==> config.mk <==
export PLATFORM = sky130hd
export DESIGN_NAME = idr_ctrl_flat
export DESIGN_NICKNAME = d
export VERILOG_FILES = /design/src/hw/rtl/idr_pkg.sv /design/src/hw/rtl/idr_if.sv /design/src/hw/rtl/idr_ctrl.sv /design/src/flat_wrapper.sv
export SDC_FILE = /design/constraint.sdc
export NUM_CORES = 1
export LEC_CHECK = 0
export BUFFER_PORTS_ARGS = -buffer_cell sky130_fd_sc_hd__buf_2
export CORE_ASPECT_RATIO = 1.25
export CORE_UTILIZATION = 55
export DETAILED_ROUTE_END_ITERATION = 7
export PLACE_DENSITY = 0.88
export SETUP_SLACK_MARGIN = 0.15
export SYNTH_ARGS = -nofsm -noshare
export SYNTH_HDL_FRONTEND = slang
export SYNTH_SLANG_ARGS = --single-unit
==> constraint.sdc <==
create_clock -name clk -period 6 [get_ports clk]
set_input_delay 0.6 -clock clk [delete_from_list [all_inputs] [get_ports clk]]
set_output_delay 0.6 -clock clk [all_outputs]
set_load 0.01 [all_outputs]
==> src/hw/rtl/idr_pkg.sv <==
// idr_pkg: shared widths, codes, reset values and structs of the id allocator
// no dependencies; used by the interfaces and every module of the block
`default_nettype none

package idr_pkg;

  localparam int POOL_DEPTH_DEF = 1024;
  localparam int ID_W           = 32;
  localparam int USE_W          = 11;
  localparam int ST_W           = 2;
  localparam int ADDR_W         = 4;
  localparam int DATA_W         = 32;

  localparam logic [ID_W-1:0] START_RST = 32'd1;
  localparam logic [ID_W-1:0] END_RST   = 32'd65535;
  localparam logic [ID_W-1:0] THR_RST   = 32'd1024;

  localparam logic OP_GET = 1'b0;
  localparam logic OP_PUT = 1'b1;

  localparam logic [ST_W-1:0] ST_OK        = 2'd0;
  localparam logic [ST_W-1:0] ST_EXHAUSTED = 2'd1;
  localparam logic [ST_W-1:0] ST_PUT_EMPTY = 2'd2;

  localparam logic [1:0] REG_START_ID = 2'd0;
  localparam logic [1:0] REG_END_ID   = 2'd1;
  localparam logic [1:0] REG_REUSE    = 2'd2;

  typedef struct packed {
    logic            load_fresh;
    logic [ID_W-1:0] start_id;
    logic [ID_W-1:0] end_id;
    logic [ID_W-1:0] reuse_threshold;
  } cfg_t;

  typedef struct packed {
    logic            push;
    logic            pop;
    logic [ID_W-1:0] data;
  } fifo_req_t;

endpackage

`default_nettype wire

==> src/hw/rtl/idr_if.sv <==
// idr_in_if / idr_out_if: valid-ready channels of the id allocator
// depends on idr_pkg
`default_nettype none

interface idr_in_if;
  logic                    valid;
  logic                    ready;
  logic                    operation;
  logic [idr_pkg::ID_W-1:0] returned_id;

  modport source (output valid, output operation, output returned_id, input ready);
  modport sink   (input valid, input operation, input returned_id, output ready);
endinterface

interface idr_out_if;
  logic                      valid;
  logic                      ready;
  logic [idr_pkg::ID_W-1:0]  granted_id;
  logic [idr_pkg::ST_W-1:0]  status;
  logic [idr_pkg::USE_W-1:0] in_use_count;

  modport source (output valid, output granted_id, output status, output in_use_count,
                  input ready);
  modport sink   (input valid, input granted_id, input status, input in_use_count,
                  output ready);
endinterface

`default_nettype wire

==> src/hw/rtl/idr_ctrl.sv <==
// idr_ctrl: request decode, fresh counter, in-use and node counts, result register
// depends on idr_pkg and idr_if
`default_nettype none

module idr_ctrl #(
  parameter int POOL_DEPTH = idr_pkg::POOL_DEPTH_DEF
) (
  input  wire logic                 clk,
  input  wire logic                 rst_n,
  idr_in_if.sink                    in_ch,
  idr_out_if.source                 out_ch,
  input  wire idr_pkg::cfg_t        cfg,
  input  wire logic                 fifo_empty,
  input  wire logic [idr_pkg::ID_W-1:0] pop_data,
  output idr_pkg::fifo_req_t        fifo_req
);

  localparam int CW = $clog2(POOL_DEPTH + 1);
  localparam logic [CW-1:0] POOL_MAX = CW'(POOL_DEPTH);

  typedef enum logic [1:0] {
    S_IDLE = 2'b01,
    S_POP  = 2'b10
  } state_t;

  state_t                    state_r, state_nxt;
  logic [idr_pkg::ID_W-1:0]  fresh_r, fresh_nxt;
  logic [CW-1:0]             held_r, held_nxt, nodes_r, nodes_nxt;
  logic                      out_valid_r, out_valid_nxt;
  logic [idr_pkg::ID_W-1:0]  granted_r, granted_nxt;
  logic [idr_pkg::ST_W-1:0]  status_r, status_nxt;
  logic [idr_pkg::USE_W-1:0] in_use_r, in_use_nxt;

  logic accept, is_get, use_fresh, fresh_ok, grant_fresh, do_pop, do_push;

  assign in_ch.ready = (state_r == S_IDLE) && (!out_valid_r || out_ch.ready);
  assign accept      = in_ch.valid && in_ch.ready;
  assign is_get      = (in_ch.operation == idr_pkg::OP_GET);
  assign use_fresh   = (fresh_r < cfg.reuse_threshold) || fifo_empty;
  assign fresh_ok    = (fresh_r < cfg.end_id) && (nodes_r < POOL_MAX);
  assign grant_fresh = accept && is_get && use_fresh && fresh_ok;
  assign do_pop      = accept && is_get && !use_fresh;
  assign do_push     = accept && !is_get && (held_r != '0);

  assign fifo_req.push = do_push;
  assign fifo_req.pop  = do_pop;
  assign fifo_req.data = in_ch.returned_id;

  always_comb begin
    state_nxt     = state_r;
    fresh_nxt     = fresh_r;
    held_nxt      = held_r;
    nodes_nxt     = nodes_r;
    out_valid_nxt = out_valid_r && !out_ch.ready;
    granted_nxt   = granted_r;
    status_nxt    = status_r;
    in_use_nxt    = in_use_r;

    if (cfg.load_fresh) begin
      fresh_nxt = cfg.start_id;
    end else if (grant_fresh) begin
      fresh_nxt = fresh_r + 1'b1;
    end
    if (grant_fresh) begin
      nodes_nxt = nodes_r + 1'b1;
    end
    if (grant_fresh || do_pop) begin
      held_nxt = held_r + 1'b1;
    end else if (do_push) begin
      held_nxt = held_r - 1'b1;
    end

    unique case (state_r)
      S_IDLE: begin
        if (accept) begin
          in_use_nxt = idr_pkg::USE_W'(held_nxt);
          if (do_pop) begin
            status_nxt = idr_pkg::ST_OK;
            state_nxt  = S_POP;
          end else begin
            out_valid_nxt = 1'b1;
            if (is_get) begin
              granted_nxt = grant_fresh ? fresh_r : cfg.end_id;
              status_nxt  = grant_fresh ? idr_pkg::ST_OK : idr_pkg::ST_EXHAUSTED;
            end else begin
              granted_nxt = '0;
              status_nxt  = (held_r != '0) ? idr_pkg::ST_OK : idr_pkg::ST_PUT_EMPTY;
            end
          end
        end
      end
      S_POP: begin
        granted_nxt   = pop_data;
        out_valid_nxt = 1'b1;
        state_nxt     = S_IDLE;
      end
      default: state_nxt = S_IDLE;
    endcase
  end

  always_ff @(posedge clk) begin
    if (!rst_n) begin
      state_r     <= S_IDLE;
      fresh_r     <= idr_pkg::START_RST;
      held_r      <= '0;
      nodes_r     <= '0;
      out_valid_r <= 1'b0;
    end else begin
      state_r     <= state_nxt;
      fresh_r     <= fresh_nxt;
      held_r      <= held_nxt;
      nodes_r     <= nodes_nxt;
      out_valid_r <= out_valid_nxt;
    end
  end

  always_ff @(posedge clk) begin
    granted_r <= granted_nxt;
    status_r  <= status_nxt;
    in_use_r  <= in_use_nxt;
  end

  assign out_ch.valid        = out_valid_r;
  assign out_ch.granted_id   = granted_r;
  assign out_ch.status       = status_r;
  assign out_ch.in_use_count = in_use_r;

endmodule

`default_nettype wire

==> src/flat_wrapper.sv <==
// flat-port wrapper written by rule: the top's interface ports become plain ports
module idr_ctrl_flat 
#(
  parameter int POOL_DEPTH = idr_pkg::POOL_DEPTH_DEF
)
  (clk, rst_n, cfg, fifo_empty, pop_data, fifo_req, in_ch_valid, in_ch_operation, in_ch_returned_id, in_ch_ready, out_ch_valid, out_ch_granted_id, out_ch_status, out_ch_in_use_count, out_ch_ready);
  idr_in_if in_ch_i ();
  idr_out_if out_ch_i ();
  input  wire logic clk;
  input  wire logic rst_n;
  input  wire idr_pkg::cfg_t cfg;
  input  wire logic fifo_empty;
  input  wire logic [idr_pkg::ID_W-1:0] pop_data;
  output idr_pkg::fifo_req_t fifo_req;
  input wire logic [$bits(in_ch_i.valid)-1:0] in_ch_valid;
  input wire logic [$bits(in_ch_i.operation)-1:0] in_ch_operation;
  input wire logic [$bits(in_ch_i.returned_id)-1:0] in_ch_returned_id;
  output wire logic [$bits(in_ch_i.ready)-1:0] in_ch_ready;
  output wire logic [$bits(out_ch_i.valid)-1:0] out_ch_valid;
  output wire logic [$bits(out_ch_i.granted_id)-1:0] out_ch_granted_id;
  output wire logic [$bits(out_ch_i.status)-1:0] out_ch_status;
  output wire logic [$bits(out_ch_i.in_use_count)-1:0] out_ch_in_use_count;
  input wire logic [$bits(out_ch_i.ready)-1:0] out_ch_ready;
  assign in_ch_i.valid = in_ch_valid;
  assign in_ch_i.operation = in_ch_operation;
  assign in_ch_i.returned_id = in_ch_returned_id;
  assign in_ch_ready = in_ch_i.ready;
  assign out_ch_valid = out_ch_i.valid;
  assign out_ch_granted_id = out_ch_i.granted_id;
  assign out_ch_status = out_ch_i.status;
  assign out_ch_in_use_count = out_ch_i.in_use_count;
  assign out_ch_i.ready = out_ch_ready;
  idr_ctrl #(.POOL_DEPTH(POOL_DEPTH)) u_core (.clk(clk), .rst_n(rst_n), .in_ch(in_ch_i), .out_ch(out_ch_i), .cfg(cfg), .fifo_empty(fifo_empty), .pop_data(pop_data), .fifo_req(fifo_req));
endmodule
==> results_dict.tcl <==
set metrics [dict create \
    status "finished with violations" \
    violations "design-rule violations" \
    endpoint "u_core.fresh_r[20]" \
    cts_resized 0 \
    syn_to_final_growth_pct 14.8 \
    numCtsBuffers 9 \
    start_util 0.562 \
    critPathCaptureType "register" \
    root_buffer "clkbuf_16" \
    grt_pass1_vias 6473 \
    num_rows 46 \
    ant_nets 0 \
    drt_iter0_drc 450 \
    holdBufCountCts 0 \
    synthCells 860 \
    maxCapViolations 0 \
    synth_cell_type_count 60 \
    timing.rr.end "u_core.fresh_r[20]" \
    required_ps 6280 \
    gp_congestion 0.885 \
    first_pass_iters 8 \
    switchingPower_w 0.000702 \
    final_nets 1221 \
    powerDensity_mw_per_mm2 263 \
    ys_ff_latch 102 \
    p_sw_frac 0.327 \
    combPwrFrac 0.294 \
    routed_wl_um 19600 \
    ys_seq_area_frac 0.350 \
    power.leakage_nw 3.64 \
    tritoncts "built" \
    maxClockFrequency_mhz 235 \
    core_area_sq_mm 0.0127 \
    clockBufferDepth 2 \
    synth-edff-count 45 \
    path_clk_slew_ps 70 \
    slowest_stage "and2_1" \
    post-route-worst-setup-slack_ps 1750 \
    grt_max_degree 63 \
    postLayoutCoreUtil 0.646 \
    ys_warn_count 0 \
    grt_pass1_wl_um 31200 \
    worstMarginPinSlew_ps 1200 \
    preCtsSetupSlack_ps 1660 \
    multiInputGateArea_sq_mm 0.00394 \
    wl_per_cell_um 16.9 \
    cp_top_family "simple AND/OR/NAND/NOR gates" \
    reg2reg_slack_ps 1750 \
    rr_worst_depth 9 \
    cts_max_level 3 \
    synth_nets 1095 \
    crit_fanout 26 \
    drt-vias-per-instance 5.92 \
    rsz0062_at_grt "false" \
    worst-path-buf-inv 0 \
    grt_use_total 0.294 \
    report.final.slew_viol_count 0 \
    post-dp-hpwl_um 14400 \
    crit_chain "ha_1 -> a21oi_1 -> o21ai_0 -> a21oi_1 -> a21bo_2 -> and2_1 -> nand4_1 -> or4_1 -> a31oi_1" \
    cts_sinks 102 \
    hold_path_class "register to register" \
    post-route-drc-count 1 \
    fill_cells 1127 \
    register_area_sq_mm 0.00249 \
    cp.arrival_ps 4530 \
    start_kind "register" \
    hold_violations 0 \
    cp_common_cell "a21oi_1" \
    grt-ovfl-total 0 \
    internal_power_w 0.00145 \
    io-pin-count 248 \
    synth_ff_type "dfxtp_1" \
    r2r-start "u_core.fresh_r[9]" \
    syn-mean-instance-area_sq_um 8.28 \
    syn_area_sq_mm 0.00712 \
    power.share.clock 0.265 \
    total_power_w 0.00215 \
    finalCritPeriodShare 0.708 \
    post_cts_buffers 0 \
    vias 6870 \
    drive_above_1_share 0.218 \
    cp-startpoint "u_core.fresh_r[9]" \
    path_depth 9 \
    setup_viol_count_final 0 \
    die_h_um 129 \
    synthArstFlopShare 0 \
    antenna_found_initial 1 \
    period_needed_ps 4250 \
    dieArea_sq_mm 0.0134 \
    tns_ps 0 \
    cpPeakStageDelay_ps 820 \
    path_class "register to register" \
    die_w_um 104 \
    max-slew-margin-rel 0.201 \
    irDropWorstVdd_uv 166 \
    finClkSkew_ps 10.5 \
    portBuffers 183 \
    seq_power_share 0.440 \
    insertion_delay_ps 350 \
]
[cells in the mapped netlist, types with 20 or more instances]
cell       n  area (sq um)
buf_4     34           255
ha_1      68           851
edfxtp_1  45          1350
nand3_1   20           100
a21oi_1   99           495
inv_1     76           285
clkbuf_1  30           113
o21ai_0   98           490
a31oi_1   22           138
nand4_1   24           150
and2_1    21           131
dfxtp_1   57          1140
nor2_1    20          75.1
nand2_1   85           319
[per-layer routing]
layer | track usage | routed length (um) | vias up
met3 | 0.0443 | 1260 | 70
met5 | 0 | 0 | -
li1 | - | - | 3331
met2 | 0.525 | 9590 | 321
met4 | 0.182 | 1010 | 0
met1 | 0.333 | 7720 | 3148
[layout make-up]
| cell class | instances | area share |
|---|---|---|
| diodes | 1 | 0.000306 |
| clock buffers | 12 | 0.0315 |
| clock inverters | 4 | 0.00352 |
| inverters | 77 | 0.0353 |
| multi-input cells | 608 | 0.482 |
| flip-flops and latches | 102 | 0.305 |
| well taps | 168 | 0.0257 |
| repair buffers | 188 | 0.117 |
[cell usage in the layout (no fill, tap or decap), drive strengths merged, types with 4 or more instances in the layout]
cell and n:
buf 188, a21oi 99, o21ai 99, nand2 86, inv 77, ha 68, dfxtp 57, edfxtp 45
nand4 25, and2 22, a31oi 22, nor2 21, nand3 20, or3 17, xnor2 15, nor3 14
clkbuf 12, and3 10, nor4 9, xor2 8, nand2b 7, o311a 6, a211oi 6, a21o 5
mux2i 5, o31a 5, or4 5, and4 4
[power by group through the flow]
stage	clock network [W]	logic, W	registers [W]
2_1_floorplan	0	0.000426	0.000969
3_3_place_gp	0	0.000604	0.000955
3_5_place_dp	0	0.000621	0.000958
4_1_cts	0.000575	0.000629	0.000943
5_1_grt	0.000598	0.000699	0.000958
6_report	0.000570	0.000632	0.000945
[how the worst min path moves through the flow]
stage,start,to,cells past startpoint
after floorplan,u_core.nodes_r[5],u_core.nodes_r[5],2
after global placement,u_core.nodes_r[10],u_core.nodes_r[10],1
after detailed placement,u_core.nodes_r[5],u_core.nodes_r[5],2
after CTS,u_core.nodes_r[5],u_core.nodes_r[5],2
after global routing,cfg[91],u_core.fresh_r[27],3
final,u_core.nodes_r[5],u_core.nodes_r[5],2
[sequential cells by signal, indices dropped and copies added (netlist names)]
| register | flops |
|---|---|
| u_core.out_ch.granted_id | 32 |
| u_core.state_r | 2 |
| u_core.out_ch.valid | 1 |
| u_core.out_ch.status | 2 |
| u_core.held_r | 11 |
| u_core.out_ch.in_use_count | 11 |
| u_core.fresh_r | 32 |
| u_core.nodes_r | 11 |
[cells by family after synthesis]
group,share of synthesized area
and+or+nand+nor,0.185
xor gates and xnor gates,0.0283
muxes,0.00703
DFF,0.350
adders and majority gates,0.119
buffers and inverters,0.0984
AOI/OAI and AO/OA,0.212
[metrics by stage]
| step | std cells | hold slack [ps] | cell area (sq um) |
|---|---|---|---|
| 2_1_floorplan | 860 | 438 | 7120 |
| 3_3_place_gp | 1143 | 450 | 7890 |
| 3_5_place_dp | 1143 | 463 | 7890 |
| 4_1_cts | 1159 | 472 | 8170 |
| 5_1_grt | 1160 | 492 | 8180 |
| 6_report | 1160 | 470 | 8180 |
[worst reg2reg max path, cell delays in order (launching register included)]
cell and delay, ps:
dfxtp_1 500, ha_1 330, a21oi_1 180, o21ai_0 140, a21oi_1 280, a21bo_2 280, and2_1 820, nand4_1 790
or4_1 700, a31oi_1 160
No activity file was read; power rests on OpenSTA's default activity.
