[src/hw/rtl/idr_pkg.sv]
// idr_pkg: shared widths, codes, reset values and structs of the id allocator
// no dependencies; used by the interfaces and every module of the block
`default_nettype none

package idr_pkg;

  localparam int POOL_DEPTH_DEF = 1024;
  localparam int ID_W           = 32;
  localparam int USE_W          = 11;
  localparam int ST_W           = 2;
  localparam int ADDR_W         = 4;
  localparam int DATA_W         = 32;

  localparam logic [ID_W-1:0] START_RST = 32'd1;
  localparam logic [ID_W-1:0] END_RST   = 32'd65535;
  localparam logic [ID_W-1:0] THR_RST   = 32'd1024;

  localparam logic OP_GET = 1'b0;
  localparam logic OP_PUT = 1'b1;

  localparam logic [ST_W-1:0] ST_OK        = 2'd0;
  localparam logic [ST_W-1:0] ST_EXHAUSTED = 2'd1;
  localparam logic [ST_W-1:0] ST_PUT_EMPTY = 2'd2;

  localparam logic [1:0] REG_START_ID = 2'd0;
  localparam logic [1:0] REG_END_ID   = 2'd1;
  localparam logic [1:0] REG_REUSE    = 2'd2;

  typedef struct packed {
    logic            load_fresh;
    logic [ID_W-1:0] start_id;
    logic [ID_W-1:0] end_id;
    logic [ID_W-1:0] reuse_threshold;
  } cfg_t;

  typedef struct packed {
    logic            push;
    logic            pop;
    logic [ID_W-1:0] data;
  } fifo_req_t;

endpackage

`default_nettype wire

[src/hw/rtl/idr_cfg_regs.sv]
// idr_cfg_regs: apb register file (start_id, end_id, reuse_threshold)
// depends on idr_pkg
`default_nettype none

module idr_cfg_regs (
  input  wire logic                         clk,
  input  wire logic                         rst_n,
  input  wire logic                         psel,
  input  wire logic                         penable,
  input  wire logic                         pwrite,
  input  wire logic [idr_pkg::ADDR_W-1:0]   paddr,
  input  wire logic [idr_pkg::DATA_W-1:0]   pwdata,
  output logic      [idr_pkg::DATA_W-1:0]   prdata,
  output logic                              pready,
  output idr_pkg::cfg_t                     cfg
);

  logic [idr_pkg::ID_W-1:0] start_r, end_r, thr_r;
  logic                     load_start;
  logic                     wr;
  logic [1:0]               idx;

  assign pready     = 1'b1;
  assign wr         = psel && penable && pwrite;
  assign idx        = paddr[3:2];
  assign load_start = wr && (idx == idr_pkg::REG_START_ID);

  always_ff @(posedge clk) begin
    if (!rst_n) begin
      start_r <= idr_pkg::START_RST;
      end_r   <= idr_pkg::END_RST;
      thr_r   <= idr_pkg::THR_RST;
    end else begin
      if (wr) begin
        unique case (idx)
          idr_pkg::REG_START_ID: start_r <= pwdata;
          idr_pkg::REG_END_ID:   end_r   <= pwdata;
          idr_pkg::REG_REUSE:    thr_r   <= pwdata;
          default: ;
        endcase
      end
    end
  end

  always_comb begin
    unique case (idx)
      idr_pkg::REG_START_ID: prdata = start_r;
      idr_pkg::REG_END_ID:   prdata = end_r;
      idr_pkg::REG_REUSE:    prdata = thr_r;
      default:               prdata = '0;
    endcase
  end

  // fresh counter loads in the same edge as the register write
  assign cfg.load_fresh      = load_start;
  assign cfg.start_id        = load_start ? pwdata : start_r;
  assign cfg.end_id          = end_r;
  assign cfg.reuse_threshold = thr_r;

endmodule

`default_nettype wire

[config.mk]
export PLATFORM = sky130hd
export DESIGN_NAME = idr_cfg_regs
export DESIGN_NICKNAME = d
export VERILOG_FILES = /design/src/hw/rtl/idr_pkg.sv /design/src/hw/rtl/idr_cfg_regs.sv
export SDC_FILE = /design/constraint.sdc
export NUM_CORES = 1
export LEC_CHECK = 0
export ABC_AREA = 1
export BUFFER_PORTS_ARGS = -buffer_cell sky130_fd_sc_hd__buf_2
export CAP_MARGIN = 20
export CORE_ASPECT_RATIO = 0.7
export CORE_MARGIN = 2
export CORE_UTILIZATION = 24
export CTS_BUF_LIST = sky130_fd_sc_hd__clkbuf_4
export DETAILED_ROUTE_END_ITERATION = 10
export HOLD_SLACK_MARGIN = 0.08
export PLACE_DENSITY_LB_ADDON = 0.1
export SYNTH_ARGS = -nofsm -noshare
export SYNTH_HDL_FRONTEND = slang
export SYNTH_SLANG_ARGS = --single-unit
[constraint.sdc]
create_clock -name clk -period 1.7 [get_ports clk]
set_input_delay 0.17 -clock clk [delete_from_list [all_inputs] [get_ports clk]]
set_output_delay 0.17 -clock clk [all_outputs]
set_load 0.05 [all_outputs]
==> results.py, run 1 <==
metrics = {
    "floorplanning": {
        "fp-row-count": 41,
        "io_pins": 171,
        "die_width_um": 167,
        "die_height_um": 118,
        "initial_core_util": 0.246,
        "placeableCoreArea_um2": 18200,
        "die-area_um2": 19800,
    },
    "routing": {
        "via_count": 4605,
        "detail_route.wl_per_cell_um": 13.3,
        "route.final.wire_length_mm": 15.2,
        "detail_route.first_pass.iterations": 8,
        "antenna_violating_nets_post_route": 0,
        "first_iter_violations": 296,
        "route.detailed.vias_per_inst": 4.02,
        "drc": 10,
    },
    "clock_tree": {
        "worst_setup_hold_path_clk_slew_ns": 0.15,
        "post_cts.repair.setup_buffers": 0,
        "cts_root_buf": "sky130_fd_sc_hd__clkbuf_4",
        "cts-hold-fix-buffers": 32,
        "htree_num_levels": 3,
        "tritoncts_clock_tree": "yes",
        "cts_num_sinks": 96,
        "clock_path_buffers": 2,
        "clk-insertion-delay-late_ns": 0.47,
        "numCtsBuffers": 9,
        "cts_resized": 0,
    },
    "setup_path": {
        "cp.arrival_ns": 1.36,
        "worst_reg_to_reg_path_cell_count": 4,
        "critPathKind": "flip-flop to output pin",
        "endpoint_kind": "output pin",
        "worst_setup_path_start_kind": "flip-flop",
        "timing.critical_path.fanout_max": 2,
        "worst-endpoint-required_ns": 1.53,
    },
    "timing": {
        "final_period_minus_worst_setup_slack_ns": 1.53,
        "final.setup_skew_ns": 0,
        "timing.final.max_slew_violations": 0,
        "timing.setup.tns_ns": 0,
        "achievable-frequency_ghz": 0.652,
        "layout_worst_path_cycle_share": 0.902,
        "hold_viol_final": 0,
        "setup_repair_after_global_routing_missed_its_margin": "false",
        "final-setup-viol-count": 0,
    },
    "synth": {
        "synth.top_cell.area_share": 0.430,
        "syn_nets": 753,
        "syn-instance-count": 712,
        "post_synth_main_area_contributors": "sky130_fd_sc_hd__dfxtp_1 43%, sky130_fd_sc_hd__nand2_1 25%, sky130_fd_sc_hd__nor2_1 11%",
        "post_synth.cell_area_avg_um2": 6.28,
        "synth_area_um2": 4470,
        "synth_seq_area_share": 0.430,
        "netlist.top_cell.by_area": "sky130_fd_sc_hd__dfxtp_1",
        "synth.yosys.warnings": 0,
        "synth_seq_cells": 96,
        "ys_types": 15,
    },
    "place": {
        "port-buffer-count": 167,
        "dp_hpwl_mm": 10.8,
        "gp_congestion": 0.721,
        "dpl.cell_count": 1097,
    },
    "cells_and_area": {
        "syn2layout_area_growth_pct": 36.7,
        "drive_above_1_share": 0.233,
        "fin_nets": 945,
        "final_cell_count_no_fill": 1145,
        "diodes": 0,
    },
    "pwr": {
        "worst_ir_drop_vdd_mv": 0.296,
        "power_per_cell_area_nw_per_um2": 769,
        "power.leakage_nw": 3.36,
    },
    "global_routing": {
        "grt_pass1_wl_mm": 24.2,
        "globalRouteTotalUtil": 0.158,
        "grt.overflow.total": 0,
        "number_of_antenna_violations_at_the_first_check_in_global_routing": 0,
        "grt_pass1_vias": 4298,
        "grt_start_max_net_pins": 41,
    },
    "hold_path": {
        "timing.hold.worst_path_depth": 3,
        "hold_path_class": "primary input to flip-flop",
    },
    "job": {
        "maximum_capacitance_violations": 0,
    },
    "run_status": {
        "outcome": "finished with violations",
        "violations_in_the_final_reports": "DRC",
    },
}
-- critical path: stages (launching register included) --
cell and delay (ns):
sky130_fd_sc_hd__dfxtp_1 0.34, sky130_fd_sc_hd__inv_1 0.04, sky130_fd_sc_hd__o211ai_1 0.21, sky130_fd_sc_hd__buf_2 0.30
-- placed cells by master, fill, tap and decap left out --
| cell type | Yosys | routed |
|---|---|---|
| sky130_fd_sc_hd__nand2_1 | 293 | 292 |
| sky130_fd_sc_hd__buf_12 | 0 | 6 |
| sky130_fd_sc_hd__nand3_1 | 19 | 19 |
| sky130_fd_sc_hd__buf_2 | 20 | 167 |
| sky130_fd_sc_hd__clkbuf_4 | 0 | 11 |
| sky130_fd_sc_hd__dlygate4sd3_1 | 0 | 32 |
| sky130_fd_sc_hd__clkinv_2 | 0 | 1 |
| sky130_fd_sc_hd__nor2_4 | 3 | 3 |
| sky130_fd_sc_hd__o21ai_0 | 1 | 1 |
| sky130_fd_sc_hd__nand2_2 | 0 | 1 |
| sky130_fd_sc_hd__nor2_1 | 127 | 127 |
| sky130_fd_sc_hd__inv_2 | 3 | 3 |
| sky130_fd_sc_hd__nand3_4 | 1 | 1 |
| sky130_fd_sc_hd__bufinv_16 | 0 | 2 |
| sky130_fd_sc_hd__o211ai_1 | 31 | 31 |
| sky130_fd_sc_hd__clkinv_4 | 0 | 1 |
| sky130_fd_sc_hd__conb_1 | 1 | 1 |
| sky130_fd_sc_hd__clkinvlp_4 | 0 | 1 |
| sky130_fd_sc_hd__dfxtp_1 | 96 | 96 |
| sky130_fd_sc_hd__buf_4 | 6 | 15 |
| sky130_fd_sc_hd__inv_1 | 98 | 98 |
-- cells by family after synthesis --
family                 after synthesis  share of synthesized area
flip-flops                          96                      0.430
buffers and inverters              140                      0.131
other                                1                   0.000838
AND/OR/NAND/NOR                    443                      0.385
AO/OA/AOI/OAI                       32                     0.0531
-- registers in the layout, indices dropped and copies added (netlist names) --
| name | count |
|---|---|
| thr_r | 32 |
| end_r | 32 |
| start_r | 32 |
-- report_power, final --
part           total (mW)  internal (mW)  switching, mW
clock network        1.44          0.630          0.808
registers            2.33           2.30         0.0295
logic               0.933          0.260          0.673
total                4.70           3.19           1.51
-- worst paths after layout --
check,start,end,slack (ns)
hold / removal,rst_n,end_r[15]$_SDFFE_PN1P_,0.17
setup / recovery,start_r[28]$_SDFFE_PN0N_,prdata[28],0.17
setup reg to reg,start_r[19]$_SDFFE_PN0N_,start_r[19]$_SDFFE_PN0N_,0.99
hold reg to reg,end_r[11]$_SDFFE_PN1P_,end_r[11]$_SDFFE_PN1P_,0.49
-- final cells by class --
class / instances / area [µm²]
Multi-Input combinational cell: 476 / 1970
Inverter: 101 / 379
Sequential cell: 96 / 1920
Tap cell: 236 / 295
Clock buffer: 11 / 82.6
Clock inverter: 5 / 81.3
Timing Repair Buffer: 220 / 1390
Fill cell: 2063 / 12000
-- synth_stat cells --
cell,instances
sky130_fd_sc_hd__nand3_4,1
sky130_fd_sc_hd__nand2_1,293
sky130_fd_sc_hd__inv_1,98
sky130_fd_sc_hd__o211ai_1,31
sky130_fd_sc_hd__conb_1,1
sky130_fd_sc_hd__inv_2,3
sky130_fd_sc_hd__nor2_1,127
sky130_fd_sc_hd__buf_2,20
sky130_fd_sc_hd__dfxtp_1,96
sky130_fd_sc_hd__o21ai_0,1
sky130_fd_sc_hd__clkbuf_1,11
sky130_fd_sc_hd__buf_4,6
sky130_fd_sc_hd__nand3_1,19
sky130_fd_sc_hd__buf_6,2
sky130_fd_sc_hd__nor2_4,3
-- stage by stage --
step | utilization | total power [mW] | hold slack, ns | area [µm²] | setup WS, ns
2_1_floorplan | - | 2.99 | 0.296 | 4470 | 0.182
3_3_place_gp | 0.310 | 3.27 | 0.407 | 5630 | 0.214
3_5_place_dp | 0.310 | 3.27 | 0.405 | 5630 | 0.235
4_1_cts | 0.337 | 4.79 | 0.127 | 6120 | 0.111
5_1_grt | 0.337 | 4.94 | 0.120 | 6120 | 0.00960
6_report | 0.337 | 4.70 | 0.174 | 6120 | 0.167
-- per-layer routing --
layer,up-vias,GRT usage,part of all wire
met4,0,0.0391,0.0097
met1,1993,0.225,0.51
met3,9,0.0385,0.059
li1,2486,-,-
met2,117,0.238,0.42
met5,-,0,0
Power figures use the tool's default switching activity.
==> run 2, diff against run 1 <==
--- a/config.mk
+++ b/config.mk
@@ -6,13 +6,15 @@
 export NUM_CORES = 1
 export LEC_CHECK = 0
 export ABC_AREA = 1
-export BUFFER_PORTS_ARGS = -buffer_cell sky130_fd_sc_hd__buf_2
 export CAP_MARGIN = 20
+export CELL_PAD_IN_SITES_DETAIL_PLACEMENT = 0
+export CELL_PAD_IN_SITES_GLOBAL_PLACEMENT = 1
 export CORE_ASPECT_RATIO = 0.7
 export CORE_MARGIN = 2
 export CORE_UTILIZATION = 24
 export CTS_BUF_LIST = sky130_fd_sc_hd__clkbuf_4
 export DETAILED_ROUTE_END_ITERATION = 10
+export DONT_BUFFER_PORTS = 1
 export HOLD_SLACK_MARGIN = 0.08
 export PLACE_DENSITY_LB_ADDON = 0.1
 export SYNTH_ARGS = -nofsm -noshare
==> results.py, run 2 (synthesized netlist as in run 1, its figures left out) <==
metrics = {
    "setup_path": {
        "endpoint_kind": "flip-flop",
        "cp.arrival_ns": 2.10,
        "worst_setup_path_start_kind": "primary input",
        "worst-endpoint-required_ns": 2.07,
        "timing.critical_path.fanout_max": 3,
        "critPathKind": "primary input to flip-flop",
    },
    "timing": {
        "timing.setup.tns_ns": -0.0385,
        "timing.final.max_slew_violations": 0,
        "setup_repair_after_global_routing_missed_its_margin": "false",
        "achievable-frequency_ghz": 0.581,
        "layout_worst_path_cycle_share": 1.01,
        "hold_viol_final": 0,
        "final_critical_path_setup_slack_ns": -0.0225,
        "final_period_minus_worst_setup_slack_ns": 1.72,
        "final.setup_skew_ns": 0,
        "final-setup-viol-count": 2,
    },
    "place": {
        "port-buffer-count": 0,
        "dp_hpwl_mm": 10.9,
        "dpl.cell_count": 1027,
        "gp_congestion": 0.753,
    },
    "routing": {
        "antenna_violating_nets_post_route": 0,
        "detail_route.first_pass.iterations": 8,
        "first_iter_violations": 173,
        "detail_route.wl_per_cell_um": 15.2,
        "via_count": 4538,
        "drc": 12,
        "route.final.wire_length_mm": 16.7,
        "route.detailed.vias_per_inst": 4.14,
    },
    "floorplanning": {
        "die_height_um": 118,
        "placeableCoreArea_um2": 18200,
        "initial_core_util": 0.246,
        "fp-row-count": 41,
        "io_pins": 171,
        "die_width_um": 167,
        "die-area_um2": 19800,
    },
    "clock_tree": {
        "post_cts.repair.setup_buffers": 0,
        "cts_num_sinks": 96,
        "cts_root_buf": "sky130_fd_sc_hd__clkbuf_4",
        "tritoncts_clock_tree": "yes",
        "clk-insertion-delay-late_ns": 0.46,
        "clock_path_buffers": 2,
        "htree_num_levels": 3,
        "numCtsBuffers": 9,
        "worst_setup_hold_path_clk_slew_ns": 0.17,
    },
    "cells_and_area": {
        "area.sequential_um2": 1920,
        "most-common-layout-cells": "292 x sky130_fd_sc_hd__nand2_1, 127 x sky130_fd_sc_hd__nor2_1, 96 x sky130_fd_sc_hd__inv_1, 96 x sky130_fd_sc_hd__dfxtp_1, 82 x sky130_fd_sc_hd__buf_4",
        "multi_input_area_um2": 1970,
        "drive_above_1_share": 0.169,
        "most_common_library_cell_in_the_layout_ignoring_fill_and_taps": "sky130_fd_sc_hd__nand2_1",
        "post-route-util": 0.362,
        "diodes": 0,
        "fin_nets": 896,
        "final_cell_count_no_fill": 1096,
        "num-fill-cells": 1991,
        "syn2layout_area_growth_pct": 46.8,
        "top_regs": "end_r: 32 flops, start_r: 32 flops, thr_r: 32 flops",
    },
    "pwr": {
        "power.internal_mw": 3.01,
        "combPwrFrac": 0.230,
        "worst_ir_drop_vdd_mv": 0.261,
        "clock_power_share": 0.262,
        "power.leakage_nw": 3.22,
        "power_switching_mw": 1.56,
        "power_per_cell_area_nw_per_um2": 696,
        "power.sequential.fraction": 0.508,
        "switching_share_of_power": 0.342,
    },
    "run_status": {
        "violations_in_the_final_reports": "DRC, setup timing",
        "outcome": "finished with violations",
    },
    "global_routing": {
        "grt_pass1_vias": 4405,
        "number_of_antenna_violations_at_the_first_check_in_global_routing": 0,
        "globalRouteTotalUtil": 0.171,
        "grt_pass1_wl_mm": 25.8,
        "grt_start_max_net_pins": 66,
        "grt.overflow.total": 0,
    },
    "hold_path": {
        "hold_path_class": "primary input to flip-flop",
    },
    "job": {
        "maximum_capacitance_violations": 0,
    },
}
run 2: changes by cell type in the layout (fill, tap and decap cells not counted), moves of 2 or more:
| cell | before | now |
|---|---|---|
| sky130_fd_sc_hd__inv_1 | 98 | 96 |
| sky130_fd_sc_hd__buf_2 | 167 | 0 |
| sky130_fd_sc_hd__bufinv_16 | 2 | 0 |
| sky130_fd_sc_hd__inv_2 | 3 | 5 |
| sky130_fd_sc_hd__buf_12 | 6 | 36 |
| sky130_fd_sc_hd__buf_4 | 15 | 82 |
| sky130_fd_sc_hd__clkinvlp_4 | 1 | 3 |
| sky130_fd_sc_hd__dlygate4sd3_1 | 32 | 52 |
run 2: worst max-delay path, cell delays in order:
cell,delay [ns]
sky130_fd_sc_hd__dlygate4sd3_1,0.54
sky130_fd_sc_hd__inv_1,0.11
sky130_fd_sc_hd__nand2_1,0.06
sky130_fd_sc_hd__dlygate4sd3_1,0.57
sky130_fd_sc_hd__nand2_1,0.06
sky130_fd_sc_hd__nor2_1,0.04
sky130_fd_sc_hd__dlygate4sd3_1,0.55
run 2: power by group through the flow:
stage	clock [mW]	combinational (mW)	sequential, mW
floorplan	0	0.503	2.49
global placement	0	0.938	2.37
detailed placement	0	0.943	2.37
CTS	1.27	1.06	2.32
global route	1.38	1.12	2.33
finish	1.20	1.05	2.32
run 2: final timing paths:
path,startpoint,endpoint,slack (ns),cells past startpoint
max,pwdata[26],end_r[26]$_SDFFE_PN0P_,-0.02,7
min reg2reg,start_r[0]$_SDFFE_PN1N_,start_r[0]$_SDFFE_PN1N_,0.50,2
min,rst_n,start_r[21]$_SDFFE_PN0N_,0.13,3
max reg2reg,end_r[27]$_SDFFE_PN0P_,end_r[27]$_SDFFE_PN0P_,0.35,4
run 2: final cells by class:
type	instances	area share
multi-input combinational	476	0.299
sequential	96	0.293
timing repair buffer	171	0.287
inverter	101	0.0577
tap	236	0.0450
clock buffer	12	0.0137
clock inverter	4	0.00476
run 2: through the flow:
stage	power (mW)	cell area [µm²]	hold slack, ns	worst slack (ns)
after global routing	4.83	6570	0.0925	0.00822
after floorplan	2.99	4470	0.296	0.182
after detailed placement	3.31	5900	0.270	0.286
after CTS	4.66	6570	0.0870	0.0648
after global placement	3.31	5900	0.267	0.293
final	4.57	6570	0.133	-0.0225
run 2: repair_timing:
| item | 4_1_cts | 5_1_grt |
|---|---|---|
| endpoints found under the setup margin | 0 | 2 |
| hold buffers | 53 | 0 |
| hold endpoints to repair | 96 | 0 |
| resized for setup | 0 | 2 |
run 2: layer usage:
metal / GRT usage / part of all wire / vias up / wire length (µm)
li1: - / - / 2380 / -
met3: 0.0750 / 0.11 / 7 / 1840
met1: 0.220 / 0.44 / 2008 / 7370
met2: 0.268 / 0.44 / 143 / 7400
met5: 0 / 0 / - / 0
met4: 0.0261 / 0.0059 / 0 / 99
